--- config.mk ---
export PLATFORM = sky130hd
export DESIGN_NAME = eased_motion_channel_top
export DESIGN_NICKNAME = d
export VERILOG_FILES = /design/src/emc_pkg.sv /design/src/emc_divider.sv /design/src/emc_datapath.sv /design/src/emc_ctrl.sv /design/src/eased_motion_channel_top.sv
export VERILOG_INCLUDE_DIRS = /design/src /design/src/src
export SDC_FILE = /design/constraint.sdc
export NUM_CORES = 2
export LEC_CHECK = 0
export BUFFER_PORTS_ARGS = -buffer_cell sky130_fd_sc_hd__buf_2
export CORE_AREA = 2 2 536 538
export CTS_CLUSTER_DIAMETER = 40
export DETAILED_ROUTE_END_ITERATION = 8
export DIE_AREA = 0 0 538 540
export PLACE_DENSITY = 0.43
export SYNTH_ARGS = -nofsm -noshare
export SYNTH_HDL_FRONTEND = slang
export SYNTH_SLANG_ARGS = --single-unit
--- constraint.sdc ---
create_clock -name aclk -period 6.7 [get_ports aclk]
set_input_delay 1.34 -clock aclk [delete_from_list [all_inputs] [get_ports aclk]]
set_output_delay 1.34 -clock aclk [all_outputs]
set_load 0.02 [all_outputs]
--- src/eased_motion_channel_top_assert.svh ---
// ----------------------------------------------------------------------------
// eased motion channel assertion macros
// concurrent checks clocked by aclk, disabled while aresetn is low
// ----------------------------------------------------------------------------
`ifndef EASED_MOTION_CHANNEL_TOP_ASSERT_SVH
`define EASED_MOTION_CHANNEL_TOP_ASSERT_SVH

`ifndef SYNTHESIS

// condition holds at every edge
`define EMC_ASSERT_ALWAYS(lbl, expr, msg) \
    lbl: assert property (@(posedge aclk) disable iff (!aresetn) (expr)) else $error(msg);

// antecedent implies consequent in the same cycle
`define EMC_ASSERT_IMPL(lbl, ante, cons, msg) \
    lbl: assert property (@(posedge aclk) disable iff (!aresetn) (ante) |-> (cons)) \
        else $error(msg);

// antecedent implies consequent in the next cycle
`define EMC_ASSERT_NEXT(lbl, ante, cons, msg) \
    lbl: assert property (@(posedge aclk) disable iff (!aresetn) (ante) |=> (cons)) \
        else $error(msg);

`else

`define EMC_ASSERT_ALWAYS(lbl, expr, msg)
`define EMC_ASSERT_IMPL(lbl, ante, cons, msg)
`define EMC_ASSERT_NEXT(lbl, ante, cons, msg)

`endif

`endif

--- src/emc_pkg.sv ---
// ----------------------------------------------------------------------------
// emc_pkg
// shared constants, codes and types of the eased motion channel
// ----------------------------------------------------------------------------
`default_nettype none

package emc_pkg;

    localparam int DURATION_BITS  = 24;
    localparam int COORD_BITS     = 16;
    localparam int TIME_BITS      = 32;
    localparam int EASE_FRAC_BITS = 8;
    localparam int OP_BITS        = 3;
    localparam int PHASE_BITS     = 3;

    // serial divider covers both c*e/d and e*256/d
    localparam int DIV_W     = DURATION_BITS + COORD_BITS;
    localparam int DIV_CNT_W = $clog2(DIV_W + 1);

    localparam int S_FIELD_W = TIME_BITS + 4 * COORD_BITS + DURATION_BITS;
    localparam int S_TDATA_W = ((S_FIELD_W + 7) / 8) * 8;
    localparam int S_TUSER_W = OP_BITS + 1;
    localparam int M_TDATA_W = ((2 * COORD_BITS + 7) / 8) * 8;
    localparam int M_TUSER_W = PHASE_BITS + 1;

    localparam logic [TIME_BITS-1:0] SPAN_MAX =
        TIME_BITS'((33'd1 << DURATION_BITS) - 33'd1);

    typedef enum logic [OP_BITS-1:0] {
        OP_SET_POS = 3'd0,
        OP_START   = 3'd1,
        OP_PAUSE   = 3'd2,
        OP_RESUME  = 3'd3,
        OP_STOP    = 3'd4,
        OP_REVERSE = 3'd5,
        OP_UPDATE  = 3'd6
    } op_t;

    typedef enum logic [PHASE_BITS-1:0] {
        PH_IDLE      = 3'd0,
        PH_PLAYING   = 3'd1,
        PH_PAUSED    = 3'd2,
        PH_REVERSING = 3'd3,
        PH_FINISHED  = 3'd4
    } phase_t;

    typedef enum logic [2:0] {
        CS_IDLE,
        CS_PREP,
        CS_CHECK,
        CS_LAUNCH,
        CS_DIV,
        CS_SQR,
        CS_SCALE,
        CS_COMMIT
    } ctrl_state_t;

    typedef struct packed {
        logic load;
        logic prep;
        logic check;
        logic launch;
        logic sqr;
        logic scale;
        logic commit;
    } ctrl_cmd_t;

    typedef struct packed {
        logic need_div;
        logic quad;
        logic div_busy;
    } dp_status_t;

    typedef struct packed {
        logic [OP_BITS-1:0]          op;
        logic [TIME_BITS-1:0]        now_ms;
        logic signed [COORD_BITS-1:0] from_x;
        logic signed [COORD_BITS-1:0] from_y;
        logic signed [COORD_BITS-1:0] to_x;
        logic signed [COORD_BITS-1:0] to_y;
        logic [DURATION_BITS-1:0]    span_ms;
        logic                        ease_kind;
    } in_item_t;

    typedef struct packed {
        logic signed [COORD_BITS-1:0] pos_x;
        logic signed [COORD_BITS-1:0] pos_y;
        phase_t                      phase;
        logic                        done_pulse;
    } out_item_t;

endpackage

`default_nettype wire

--- src/emc_divider.sv ---
// ----------------------------------------------------------------------------
// emc_divider
// two-lane restoring divider, one quotient bit per lane and cycle,
// both lanes share the divisor and the step counter
// ----------------------------------------------------------------------------
`default_nettype none

module emc_divider
    import emc_pkg::*;
(
    input  wire logic                     aclk,
    input  wire logic                     aresetn,
    input  wire logic                     start,
    input  wire logic [DIV_W-1:0]         dividend_a,
    input  wire logic [DIV_W-1:0]         dividend_b,
    input  wire logic [DURATION_BITS-1:0] divisor,
    output logic                          busy,
    output logic [DIV_W-1:0]              quot_a,
    output logic [DIV_W-1:0]              quot_b
);

    logic [DURATION_BITS-1:0] rem_reg [2];
    logic [DURATION_BITS-1:0] rem_next [2];
    logic [DIV_W-1:0]         shf_reg [2];
    logic [DIV_W-1:0]         shf_next [2];
    logic [DIV_W-1:0]         dvd [2];
    logic [DURATION_BITS:0]   trial [2];
    logic [DIV_CNT_W-1:0]     cnt_reg, cnt_next;
    logic                     busy_reg, busy_next;

    assign dvd[0] = dividend_a;
    assign dvd[1] = dividend_b;

    always_comb begin
        for (int i = 0; i < 2; i++) begin
            trial[i]    = {rem_reg[i], shf_reg[i][DIV_W-1]};
            rem_next[i] = rem_reg[i];
            shf_next[i] = shf_reg[i];
            if (start) begin
                rem_next[i] = '0;
                shf_next[i] = dvd[i];
            end else if (busy_reg) begin
                // dividend bits shift out at the top, quotient bits in at the bottom
                if (trial[i] >= {1'b0, divisor}) begin
                    rem_next[i] = DURATION_BITS'(trial[i] - {1'b0, divisor});
                    shf_next[i] = {shf_reg[i][DIV_W-2:0], 1'b1};
                end else begin
                    rem_next[i] = trial[i][DURATION_BITS-1:0];
                    shf_next[i] = {shf_reg[i][DIV_W-2:0], 1'b0};
                end
            end
        end
    end

    always_comb begin
        cnt_next  = cnt_reg;
        busy_next = busy_reg;
        if (start) begin
            cnt_next  = DIV_CNT_W'(DIV_W);
            busy_next = 1'b1;
        end else if (busy_reg) begin
            cnt_next = cnt_reg - 1'b1;
            if (cnt_reg == DIV_CNT_W'(1)) begin
                busy_next = 1'b0;
            end
        end
    end

    always_ff @(posedge aclk) begin
        if (!aresetn) begin
            cnt_reg  <= '0;
            busy_reg <= 1'b0;
        end else begin
            cnt_reg  <= cnt_next;
            busy_reg <= busy_next;
        end
    end

    always_ff @(posedge aclk) begin
        for (int i = 0; i < 2; i++) begin
            rem_reg[i] <= rem_next[i];
            shf_reg[i] <= shf_next[i];
        end
    end

    assign busy   = busy_reg;
    assign quot_a = shf_reg[0];
    assign quot_b = shf_reg[1];

endmodule

`default_nettype wire

--- src/emc_datapath.sv ---
// ----------------------------------------------------------------------------
// emc_datapath
// channel state, elapsed time, easing arithmetic and the result register
// ----------------------------------------------------------------------------
`default_nettype none

module emc_datapath
    import emc_pkg::*;
(
    input  wire logic      aclk,
    input  wire logic      aresetn,
    input  wire ctrl_cmd_t cmd,
    input  wire in_item_t  item,
    output dp_status_t     status,
    output out_item_t      result
);

    localparam int CW = COORD_BITS;
    localparam int DB = DURATION_BITS;
    localparam int F  = EASE_FRAC_BITS;

    // channel state
    phase_t                 phase_reg, phase_next;
    logic [TIME_BITS-1:0]   origin_time_reg, origin_time_next;
    logic [DB-1:0]          span_reg, span_next;
    logic [CW-1:0]          begin_x_reg, begin_x_next, begin_y_reg, begin_y_next;
    logic [CW-1:0]          target_x_reg, target_x_next, target_y_reg, target_y_next;
    logic [CW-1:0]          now_x_reg, now_x_next, now_y_reg, now_y_next;
    logic                   ease_reg, ease_next;
    logic [TIME_BITS-1:0]   held_elapsed_reg, held_elapsed_next;
    logic                   done_next;

    // working registers
    in_item_t               item_reg;
    logic [TIME_BITS-1:0]   el_reg;
    logic [CW-1:0]          mag_x_reg, mag_y_reg;
    logic                   neg_x_reg, neg_y_reg;
    logic [DIV_W-1:0]       prod_x_reg, prod_y_reg;
    logic [2*F-1:0]         nn_reg;
    logic [CW+F:0]          scale_x_reg, scale_y_reg;
    out_item_t              result_reg;

    logic [CW:0]            diff_x, diff_y, ndiff_x, ndiff_y;
    logic                   upd_active, early;
    logic [DIV_W-1:0]       div_a;
    logic [DIV_W-1:0]       quot_a, quot_b;
    logic                   div_busy;
    logic [F-1:0]           ease_n;
    logic [F:0]             ease_p;
    logic [CW-1:0]          q_x, q_y, eased_x, eased_y;
    logic [TIME_BITS-1:0]   rev_span;

    // signed change of one coordinate, one bit wider than the coordinate
    assign diff_x  = {target_x_reg[CW-1], target_x_reg} - {begin_x_reg[CW-1], begin_x_reg};
    assign diff_y  = {target_y_reg[CW-1], target_y_reg} - {begin_y_reg[CW-1], begin_y_reg};
    assign ndiff_x = -diff_x;
    assign ndiff_y = -diff_y;

    assign upd_active = (item_reg.op == OP_UPDATE) &&
                        ((phase_reg == PH_PLAYING) || (phase_reg == PH_REVERSING));
    assign early      = el_reg < TIME_BITS'(span_reg);

    assign status.need_div = upd_active && early;
    assign status.quad     = ease_reg;
    assign status.div_busy = div_busy;

    // quadratic: lane a divides e*256 by d, lane b is unused
    assign div_a = ease_reg ? DIV_W'({el_reg[DB-1:0], {F{1'b0}}}) : prod_x_reg;

    emc_divider u_div (
        .aclk       (aclk),
        .aresetn    (aresetn),
        .start      (cmd.launch),
        .dividend_a (div_a),
        .dividend_b (prod_y_reg),
        .divisor    (span_reg),
        .busy       (div_busy),
        .quot_a     (quot_a),
        .quot_b     (quot_b)
    );

    assign ease_n = quot_a[F-1:0];
    // p = 2n - n*n/256, at most 256
    assign ease_p = {ease_n, 1'b0} - {1'b0, nn_reg[2*F-1:F]};

    assign q_x = ease_reg ? scale_x_reg[CW+F-1:F] : quot_a[CW-1:0];
    assign q_y = ease_reg ? scale_y_reg[CW+F-1:F] : quot_b[CW-1:0];

    // offset magnitude never exceeds the change, so modular add gives the point
    assign eased_x = neg_x_reg ? begin_x_reg - q_x : begin_x_reg + q_x;
    assign eased_y = neg_y_reg ? begin_y_reg - q_y : begin_y_reg + q_y;

    assign rev_span = (phase_reg == PH_FINISHED) ? TIME_BITS'(span_reg) :
                      ((el_reg > SPAN_MAX) ? SPAN_MAX : el_reg);

    always_comb begin
        phase_next        = phase_reg;
        origin_time_next  = origin_time_reg;
        span_next         = span_reg;
        begin_x_next      = begin_x_reg;
        begin_y_next      = begin_y_reg;
        target_x_next     = target_x_reg;
        target_y_next     = target_y_reg;
        now_x_next        = now_x_reg;
        now_y_next        = now_y_reg;
        ease_next         = ease_reg;
        held_elapsed_next = held_elapsed_reg;
        done_next         = 1'b0;
        case (item_reg.op)
            OP_SET_POS: begin
                now_x_next    = item_reg.from_x;
                now_y_next    = item_reg.from_y;
                begin_x_next  = item_reg.from_x;
                begin_y_next  = item_reg.from_y;
                target_x_next = item_reg.from_x;
                target_y_next = item_reg.from_y;
                phase_next    = PH_IDLE;
            end
            OP_START: begin
                phase_next       = PH_PLAYING;
                origin_time_next = item_reg.now_ms;
                span_next        = item_reg.span_ms;
                begin_x_next     = item_reg.from_x;
                begin_y_next     = item_reg.from_y;
                now_x_next       = item_reg.from_x;
                now_y_next       = item_reg.from_y;
                target_x_next    = item_reg.to_x;
                target_y_next    = item_reg.to_y;
                ease_next        = item_reg.ease_kind;
            end
            OP_PAUSE: begin
                if (phase_reg == PH_PLAYING) begin
                    phase_next        = PH_PAUSED;
                    held_elapsed_next = el_reg;
                end
            end
            OP_RESUME: begin
                if (phase_reg == PH_PAUSED) begin
                    phase_next       = PH_PLAYING;
                    origin_time_next = item_reg.now_ms - held_elapsed_reg;
                end
            end
            OP_STOP: begin
                phase_next = PH_IDLE;
            end
            OP_REVERSE: begin
                if (phase_reg != PH_REVERSING) begin
                    target_x_next    = begin_x_reg;
                    target_y_next    = begin_y_reg;
                    begin_x_next     = now_x_reg;
                    begin_y_next     = now_y_reg;
                    origin_time_next = item_reg.now_ms;
                    span_next        = rev_span[DB-1:0];
                    phase_next       = PH_REVERSING;
                end
            end
            OP_UPDATE: begin
                if (upd_active) begin
                    if (early) begin
                        now_x_next = eased_x;
                        now_y_next = eased_y;
                    end else begin
                        now_x_next = target_x_reg;
                        now_y_next = target_y_reg;
                        phase_next = PH_FINISHED;
                        done_next  = 1'b1;
                    end
                end
            end
            default: begin
            end
        endcase
    end

    always_ff @(posedge aclk) begin
        if (!aresetn) begin
            phase_reg        <= PH_IDLE;
            origin_time_reg  <= '0;
            span_reg         <= '0;
            begin_x_reg      <= '0;
            begin_y_reg      <= '0;
            target_x_reg     <= '0;
            target_y_reg     <= '0;
            now_x_reg        <= '0;
            now_y_reg        <= '0;
            ease_reg         <= 1'b1;
            held_elapsed_reg <= '0;
        end else if (cmd.commit) begin
            phase_reg        <= phase_next;
            origin_time_reg  <= origin_time_next;
            span_reg         <= span_next;
            begin_x_reg      <= begin_x_next;
            begin_y_reg      <= begin_y_next;
            target_x_reg     <= target_x_next;
            target_y_reg     <= target_y_next;
            now_x_reg        <= now_x_next;
            now_y_reg        <= now_y_next;
            ease_reg         <= ease_next;
            held_elapsed_reg <= held_elapsed_next;
        end
    end

    always_ff @(posedge aclk) begin
        if (cmd.load) begin
            item_reg <= item;
        end
        if (cmd.prep) begin
            el_reg    <= item_reg.now_ms - origin_time_reg;
            neg_x_reg <= diff_x[CW];
            neg_y_reg <= diff_y[CW];
            mag_x_reg <= diff_x[CW] ? ndiff_x[CW-1:0] : diff_x[CW-1:0];
            mag_y_reg <= diff_y[CW] ? ndiff_y[CW-1:0] : diff_y[CW-1:0];
        end
        if (cmd.check) begin
            prod_x_reg <= DIV_W'(mag_x_reg) * DIV_W'(el_reg[DB-1:0]);
            prod_y_reg <= DIV_W'(mag_y_reg) * DIV_W'(el_reg[DB-1:0]);
        end
        if (cmd.sqr) begin
            nn_reg <= (2*F)'(ease_n) * (2*F)'(ease_n);
        end
        if (cmd.scale) begin
            scale_x_reg <= (CW+F+1)'(mag_x_reg) * (CW+F+1)'(ease_p);
            scale_y_reg <= (CW+F+1)'(mag_y_reg) * (CW+F+1)'(ease_p);
        end
        if (cmd.commit) begin
            result_reg.pos_x      <= now_x_next;
            result_reg.pos_y      <= now_y_next;
            result_reg.phase      <= phase_next;
            result_reg.done_pulse <= done_next;
        end
    end

    assign result = result_reg;

endmodule

`default_nettype wire

--- src/emc_ctrl.sv ---
// ----------------------------------------------------------------------------
// emc_ctrl
// sequencer for one item at a time and the result valid flag
// ----------------------------------------------------------------------------
`default_nettype none

module emc_ctrl
    import emc_pkg::*;
(
    input  wire logic       aclk,
    input  wire logic       aresetn,
    input  wire logic       s_tvalid,
    output logic            s_tready,
    output logic            m_tvalid,
    input  wire logic       m_tready,
    input  wire dp_status_t status,
    output ctrl_cmd_t       cmd
);

    ctrl_state_t state_reg, state_next;
    logic        m_valid_reg, m_valid_next;
    logic        out_free;

    assign out_free = !m_valid_reg || m_tready;

    always_comb begin
        state_next = state_reg;
        case (state_reg)
            CS_IDLE: begin
                if (s_tvalid) begin
                    state_next = CS_PREP;
                end
            end
            CS_PREP: begin
                state_next = CS_CHECK;
            end
            CS_CHECK: begin
                state_next = status.need_div ? CS_LAUNCH : CS_COMMIT;
            end
            CS_LAUNCH: begin
                state_next = CS_DIV;
            end
            CS_DIV: begin
                if (!status.div_busy) begin
                    state_next = status.quad ? CS_SQR : CS_COMMIT;
                end
            end
            CS_SQR: begin
                state_next = CS_SCALE;
            end
            CS_SCALE: begin
                state_next = CS_COMMIT;
            end
            CS_COMMIT: begin
                // hold until the result register has room
                if (out_free) begin
                    state_next = CS_IDLE;
                end
            end
            default: begin
                state_next = CS_IDLE;
            end
        endcase
    end

    always_comb begin
        s_tready   = (state_reg == CS_IDLE);
        cmd.load   = (state_reg == CS_IDLE) && s_tvalid;
        cmd.prep   = (state_reg == CS_PREP);
        cmd.check  = (state_reg == CS_CHECK);
        cmd.launch = (state_reg == CS_LAUNCH);
        cmd.sqr    = (state_reg == CS_SQR);
        cmd.scale  = (state_reg == CS_SCALE);
        cmd.commit = (state_reg == CS_COMMIT) && out_free;
    end

    always_comb begin
        m_valid_next = m_valid_reg;
        if (cmd.commit) begin
            m_valid_next = 1'b1;
        end else if (m_tready) begin
            m_valid_next = 1'b0;
        end
    end

    always_ff @(posedge aclk) begin
        if (!aresetn) begin
            state_reg   <= CS_IDLE;
            m_valid_reg <= 1'b0;
        end else begin
            state_reg   <= state_next;
            m_valid_reg <= m_valid_next;
        end
    end

    assign m_tvalid = m_valid_reg;

endmodule

`default_nettype wire

--- src/eased_motion_channel_top.sv ---
// ----------------------------------------------------------------------------
// eased_motion_channel_top
// one x,y animation channel with linear or quadratic ease-out easing
// ----------------------------------------------------------------------------
// every op but a moving update passes through the prep, check and commit states;
// a moving update adds launch and the divider wait (linear), plus square and scale
//   (quadratic), paced by the 40-step serial divider that both coordinates share
// one item in flight, the next transfer is taken the cycle after the result is registered,
//   and the commit waits while the result register still holds an untaken result
// reset: synchronous active low, clears the channel state at once, no clearing pass
`default_nettype none

`include "eased_motion_channel_top_assert.svh"

module eased_motion_channel_top
    import emc_pkg::*;
(
    input  wire logic                 aclk,
    input  wire logic                 aresetn,
    input  wire logic                 s_tvalid,
    output logic                      s_tready,
    // now_ms, from_x, from_y, to_x, to_y, span_ms
    input  wire logic [S_TDATA_W-1:0] s_tdata,
    // op, ease_kind
    input  wire logic [S_TUSER_W-1:0] s_tuser,
    output logic                      m_tvalid,
    input  wire logic                 m_tready,
    // pos_x, pos_y
    output logic [M_TDATA_W-1:0]      m_tdata,
    // phase, done_pulse
    output logic [M_TUSER_W-1:0]      m_tuser
);

    localparam int FX_LO = TIME_BITS;
    localparam int FY_LO = FX_LO + COORD_BITS;
    localparam int TX_LO = FY_LO + COORD_BITS;
    localparam int TY_LO = TX_LO + COORD_BITS;
    localparam int SP_LO = TY_LO + COORD_BITS;

    in_item_t   item;
    out_item_t  result;
    ctrl_cmd_t  cmd;
    dp_status_t status;

    assign item.op        = s_tuser[OP_BITS-1:0];
    assign item.ease_kind = s_tuser[OP_BITS];
    assign item.now_ms    = s_tdata[TIME_BITS-1:0];
    assign item.from_x    = s_tdata[FX_LO +: COORD_BITS];
    assign item.from_y    = s_tdata[FY_LO +: COORD_BITS];
    assign item.to_x      = s_tdata[TX_LO +: COORD_BITS];
    assign item.to_y      = s_tdata[TY_LO +: COORD_BITS];
    assign item.span_ms   = s_tdata[SP_LO +: DURATION_BITS];

    emc_ctrl u_ctrl (
        .aclk     (aclk),
        .aresetn  (aresetn),
        .s_tvalid (s_tvalid),
        .s_tready (s_tready),
        .m_tvalid (m_tvalid),
        .m_tready (m_tready),
        .status   (status),
        .cmd      (cmd)
    );

    emc_datapath u_dp (
        .aclk    (aclk),
        .aresetn (aresetn),
        .cmd     (cmd),
        .item    (item),
        .status  (status),
        .result  (result)
    );

    assign m_tdata = M_TDATA_W'({result.pos_y, result.pos_x});
    assign m_tuser = {result.done_pulse, result.phase};

    // a commit never overwrites a result that is still waiting
    `EMC_ASSERT_IMPL(a_commit_slot_free, cmd.commit, !m_tvalid || m_tready, "commit over pending result")
    // the divider is idle whenever a new item can be taken
    `EMC_ASSERT_IMPL(a_accept_div_idle, s_tvalid && s_tready, !status.div_busy, "divider busy at accept")
    // a single item in flight
    `EMC_ASSERT_NEXT(a_one_in_flight, s_tvalid && s_tready, !s_tready, "ready right after transfer")
    // the finish pulse only comes with the finished phase
    `EMC_ASSERT_IMPL(a_done_finished, m_tvalid && m_tuser[PHASE_BITS], m_tuser[PHASE_BITS-1:0] == PH_FINISHED, "done without finished phase")

endmodule

`default_nettype wire

# --- After elaboration in Yosys (flattened, before gate mapping) ---
# Memory sizes are Yosys's and may differ from the RTL's.
# Cells that the tools add are included.
word_totals:
  in_bits: 128
  memories: 2
  reg_bits: 569
  ramBits: 128
op_classes:
  bitwise: 1
  n_reduce_logical: 26
  n_mux: 60
  eq_ne: 25
  order_cmp: 4
  n_mul: 5
  add_sub_neg: 14
mem_list:
  columns: ["memory", "words", "word_bits", "rd", "rd_ports_with_merged_regs", "wr", "line", "text"]
  rows:
  - ["u_dp.u_div.shf_reg", 2, 40, 2, 0, 2, "emc_divider.sv:24", "logic [DIV_W-1:0] shf_reg [2];"]
  - ["u_dp.u_div.rem_reg", 2, 24, 2, 0, 2, "emc_divider.sv:22", "logic [DURATION_BITS-1:0] rem_reg [2];"]
ops:
  columns: ["operator", "count"]
  rows:
  - ["2-to-1 mux 16 bit", 14]
  - ["2-to-1 mux 24 bit", 9]
  - ["2-to-1 mux 40 bit", 5]
  - ["one-hot mux 16 bit (2 select lines)", 4]
  - ["one-hot mux 16 bit (3 select lines)", 2]
  - ["one-hot mux 32 bit (3 select lines)", 1]
  - ["multiplier 16 x 24 -> 40 bit", 2]
  - ["2-to-1 mux 32 bit", 2]
  - ["subtractor 32 bit", 2]
  - ["greater-or-equal comparator 25 x 24 -> 1 bit", 2]
  - ["multiplier 16 x 9 -> 24 bit", 2]
  - ["one-hot mux 24 bit (2 select lines)", 1]
  - ["subtractor 24 bit", 2]
  - ["subtractor 16 x 16 -> 17 bit", 2]
  - ["adder 16 bit", 2]
  - ["greater-than comparator 32 x 24 -> 1 bit, second input constant", 1]
  - ["less-than comparator 32 x 24 -> 1 bit", 1]
  - ["negation 16 bit", 2]
  - ["subtractor 16 bit", 2]
  - ["2-to-1 mux 3 bit", 9]
  - ["equality test 3 bit, second input constant", 8]
  - ["one-hot mux 3 bit (8 select lines)", 1]
  - ["equality test 3 x 2 -> 1 bit, second input constant", 6]
  - ["one-hot mux 3 bit (6 select lines)", 1]
  - ["other kinds (22)", 52]

# --- Longest topological paths before layout ---
# An unclocked memory read counts as a cell.
logic_depth:
  ltp_word: 7
  mapped_depth: 30
  mapped_depth_nobuf: 30

# --- By module ---
# From an unflattened synthesis, not the netlist that was laid out.
unflattened:
  cells_unflattened: 7601
  area_unflattened_um2: 71187.0
modules_own_cells:
  columns: ["mod", "cells_per_inst", "seq_area_each_um2", "area_per_inst_um2", "instances"]
  rows:
  - ["emc_datapath", 6761, 14153.6, 62434.9, 1]
  - ["emc_divider", 803, 3503.4, 8435.6, 1]
  - ["emc_ctrl", 37, 80.1, 316.6, 1]

# --- Least setup slack after synthesis ---
# OpenSTA, ideal clock, no wires.
synth_path:
  path_kind: "register -> register"
  start: "reg u_ctrl.state_reg[1]"
  end: "reg u_dp.prod_x_reg[0] (enable)"
  arrival_ps: 6431
  path_stages_with_launch: 3
  required_time_ps: 6067
  setup_time_ps: 633
  path_buffers: 1
  path_slack_ps: -364
  cell_sequence: "dfxtp_1 clkbuf_1 nor3b_1"
synth_via:
  elab_chain_cells: 1
synth_lines:
  columns: ["item", "line", "text"]
  rows:
  - ["from (decl)", "emc_ctrl.sv:20", "ctrl_state_t state_reg, state_next;"]
  - ["from (signal assigned)", "emc_ctrl.sv:91", "state_reg <= state_next;"]
  - ["equality test 3 x 2 -> 1 bit", "emc_ctrl.sv:70", "cmd.check = (state_reg == CS_CHECK);"]
  - ["to (signal assigned)", "emc_datapath.sv:215", "prod_x_reg <= DIV_W'(mag_x_reg) * DIV_W'(el_reg[DB-1:0]);"]
  - ["to (decl)", "emc_datapath.sv:38", "logic [DIV_W-1:0] prod_x_reg, prod_y_reg;"]
# Every way passes these cells.
# A chain may end at the register's enable or synchronous reset.

# --- Worst setup path in the final report ---
layout_path:
  start: "reg u_dp.el_reg[14]"
  end: "reg u_dp.prod_x_reg[36] (data pin)"
layout_via:
  elab_chain_cells: 1
layout_lines:
  columns: ["item", "line", "text"]
  rows:
  - ["from (decl)", "emc_datapath.sv:35", "logic [TIME_BITS-1:0] el_reg;"]
  - ["from (signal assigned)", "emc_datapath.sv:208", "el_reg <= item_reg.now_ms - origin_time_reg;"]
  - ["multiplier 16 x 24 -> 40 bit", "emc_datapath.sv:215", null]
# Every way passes these cells.

==> results.yml <==
drt:
  ant_nets: 0
  drt_iter0_drc: 3344
  wire_per_inst_um: 19.4
  wirelength_um: 233000
  dr.pass1.iters: 5
  remaining_drc_errors: 0
  vias_per_cell: 4.64
  vias: 55800
critical_path:
  worst-path-max-fanout: 8
  crit_path_start_kind: "register"
  r2r_end: "u_dp.prod_x_reg[36]$_DFFE_PP_"
  crit_type: "register to register"
  r2r_start: "u_dp.el_reg[14]$_DFFE_PP_"
  crit_arrival_ns: 7.04
  rrSetupSlack_ns: 0.20
  reg2reg_depth: 25
  crit_required_ns: 7.24
  worstSetupEndpointType: "register"
timing:
  rsz0062_at_grt: "true"
  maxSlewViolCount: 0
  hold_viol: 0
  fin_crit_sh: 0.970
  setup_viol: 0
  min_period_ns: 6.50
  maxSlewHeadroom: 0.0828
  fmax_mhz: 154
  clock_skew_ns: 0.0951
  hold_ws_ns: 0.447
  worst_pin_slew_ns: 1.37
global_route:
  track_usage: 0.159
  grt_pass1_wl_um: 357000
  grt_max_degree: 110
  grt-ovfl-total: 0
  first_global_vias: 58000
  antenna_found_initial: 7
logic_synthesis:
  synth_top_cell_area_share: 0.237
  synth_area_um2: 71000
  syn_area_per_cell_um2: 9.10
  syn-num-nets: 9307
  yosysWarnings: 0
  synth_top_cells_by_count: "nand2_1, inv_1, fa_1"
  yosys-top-cells-area: "fa_1, edfxtp_1, ha_1"
  synthFlopType: "edfxtp_1"
  yosysSeqAreaShare: 0.250
  synth_top_cell_by_area: "fa_1"
  ys_ff_latch: 673
  synthCells: 7804
  synthArstFlopShare: 0
  ys_types: 100
  yosysMostFrequentCell: "nand2_1"
  synth_edf_count: 426
finish:
  fin_nets: 9639
  multi_input_area_um2: 47900
  final_cells: 12000
  layout-drive-gt1-share: 0.123
  seq_area_um2: 17700
  syn_to_final_growth_pct: 19.9
  largest_reg_flops: 124
  nFillCells: 29900
placement:
  dp_cells: 11700
  place_congestion: 0.838
  hpwlAfterDp_um: 179000
  portBuffers: 165
hold_path:
  min_from: "u_dp.span_reg[14]$_SDFFE_PN0P_"
  hold_class: "register to register"
  hold_path_depth: 2
  holdPathEnd: "u_dp.span_reg[14]$_SDFFE_PN0P_"
clocking:
  clockBufferDepth: 3
  cts.htree.levels: 4
  cts_hold_buf: 0
  cts-root-buf: "clkbuf_16"
  clock_sinks: 673
  clock_latency_ns: 0.83
  cts_tree: "built"
  cts_buffers: 154
  clk_pin_slew_ns: 0.05
flow_run:
  drv_cap: 0
die:
  io_pins: 166
  die_h_um: 540
  fp.dieArea_um2: 291000
  coreArea_um2: 284000
  initial_core_util: 0.250
  dieWidth_um: 538
  rows: 196
outcome:
  status: "complete, no violations"
-- cells in the final DEF, fill, tap and decap left out, types with 187 or more instances in the layout --
cell and count:
nand2_1 1189, inv_1 1164, fa_1 828, ha_1 519, and2_1 482, edfxtp_1 426, a21oi_1 361, buf_4 329
nor2_1 294, o21ai_0 247, dfxtp_1 245, xnor2_1 187
-- layer usage --
| metal | vias to the layer above | GRT usage | wire length [um] |
|---|---|---|---|
| li1 | 26100 | - | - |
| met1 | 28200 | 0.218 | 107000 |
| met2 | 1142 | 0.265 | 111000 |
| met3 | 256 | 0.0191 | 9710 |
| met4 | 0 | 0.0393 | 5290 |
| met5 | - | 0 | 0 |
-- worst max path at each step --
stage / cells after the start / end / slack, ns / start
floorplan: 26 / u_dp.prod_y_reg[39]$_DFFE_PP_ / 0.01 / u_dp.el_reg[14]$_DFFE_PP_
global placement: 25 / u_dp.prod_y_reg[39]$_DFFE_PP_ / -0.20 / u_dp.el_reg[19]$_DFFE_PP_
detailed placement: 25 / u_dp.prod_y_reg[39]$_DFFE_PP_ / -0.14 / u_dp.el_reg[19]$_DFFE_PP_
CTS: 30 / u_dp.scale_y_reg[22]$_DFFE_PN_ / -0.005 / u_dp.u_div.shf_reg[0][0]$_DFFE_PP_
global route: 24 / u_dp.prod_y_reg[39]$_DFFE_PP_ / -0.06 / u_dp.el_reg[6]$_DFFE_PP_
finish: 25 / u_dp.prod_x_reg[36]$_DFFE_PP_ / 0.20 / u_dp.el_reg[14]$_DFFE_PP_
-- cells by family after synthesis --
| kind of cell | synth area share |
|---|---|
| adder cells (fa/ha/maj) | 0.331 |
| buffers and inverters | 0.0843 |
| flip-flops | 0.250 |
| AND/OR/NAND/NOR | 0.164 |
| AO/OA/AOI/OAI | 0.119 |
| multiplexers | 0.0144 |
| XOR/XNOR | 0.0379 |
| other | 0.0000528 |
-- stage by stage --
step                      setup WS, ns  setup TNS (ns)   util  cell area [um^2]
final                            0.202               0  0.299             85200
after global routing           -0.0565          -0.136  0.299             85200
after CTS                     -0.00530         -0.0101  0.295             83900
after detailed placement        -0.145          -0.182  0.275             78400
after global placement          -0.197          -0.291  0.275             78400
after floorplan                 0.0110               0      -             71000
-- critical path, stage by stage (launching register included) --
cell and delay (ns):
edfxtp_1 0.41, buf_12 0.17, buf_12 0.15, buf_4 0.14
and2_1 0.15, fa_1 0.52, inv_1 0.06, fa_2 0.54
fa_1 0.41, inv_1 0.09, fa_2 0.44, fa_1 0.50
inv_1 0.05, fa_1 0.48, inv_1 0.05, ha_1 0.28
and3_4 0.19, nand2_1 0.05, or4_1 0.46, a21o_1 0.22
a21oi_2 0.19, nor2_2 0.07, a21oi_2 0.20, a31oi_2 0.14
o21bai_1 0.18, xor2_1 0.08
-- layout make-up --
type | count | share of cell area
Tap cell | 3762 | 0.0553
Timing Repair Buffer | 586 | 0.0580
Sequential cell | 673 | 0.208
Clock buffer | 180 | 0.0481
Inverter | 1178 | 0.0520
Clock inverter | 104 | 0.0154
Antenna cell | 6 | 0.000176
Multi-Input combinational cell | 5543 | 0.563
-- timing repair --
action / in CTS / in global routing
gates cloned: 1 / 7
endpoints found under the setup margin: 7 / 36
gates resized for setup: 16 / 142
pin swaps: 2 / 82
buffers inserted: 1 / 55
endpoints found under the hold margin: 0 / 0
Power is not shown: default switching activity piles up to over one toggle a cycle in this logic, so the estimate is an artifact.
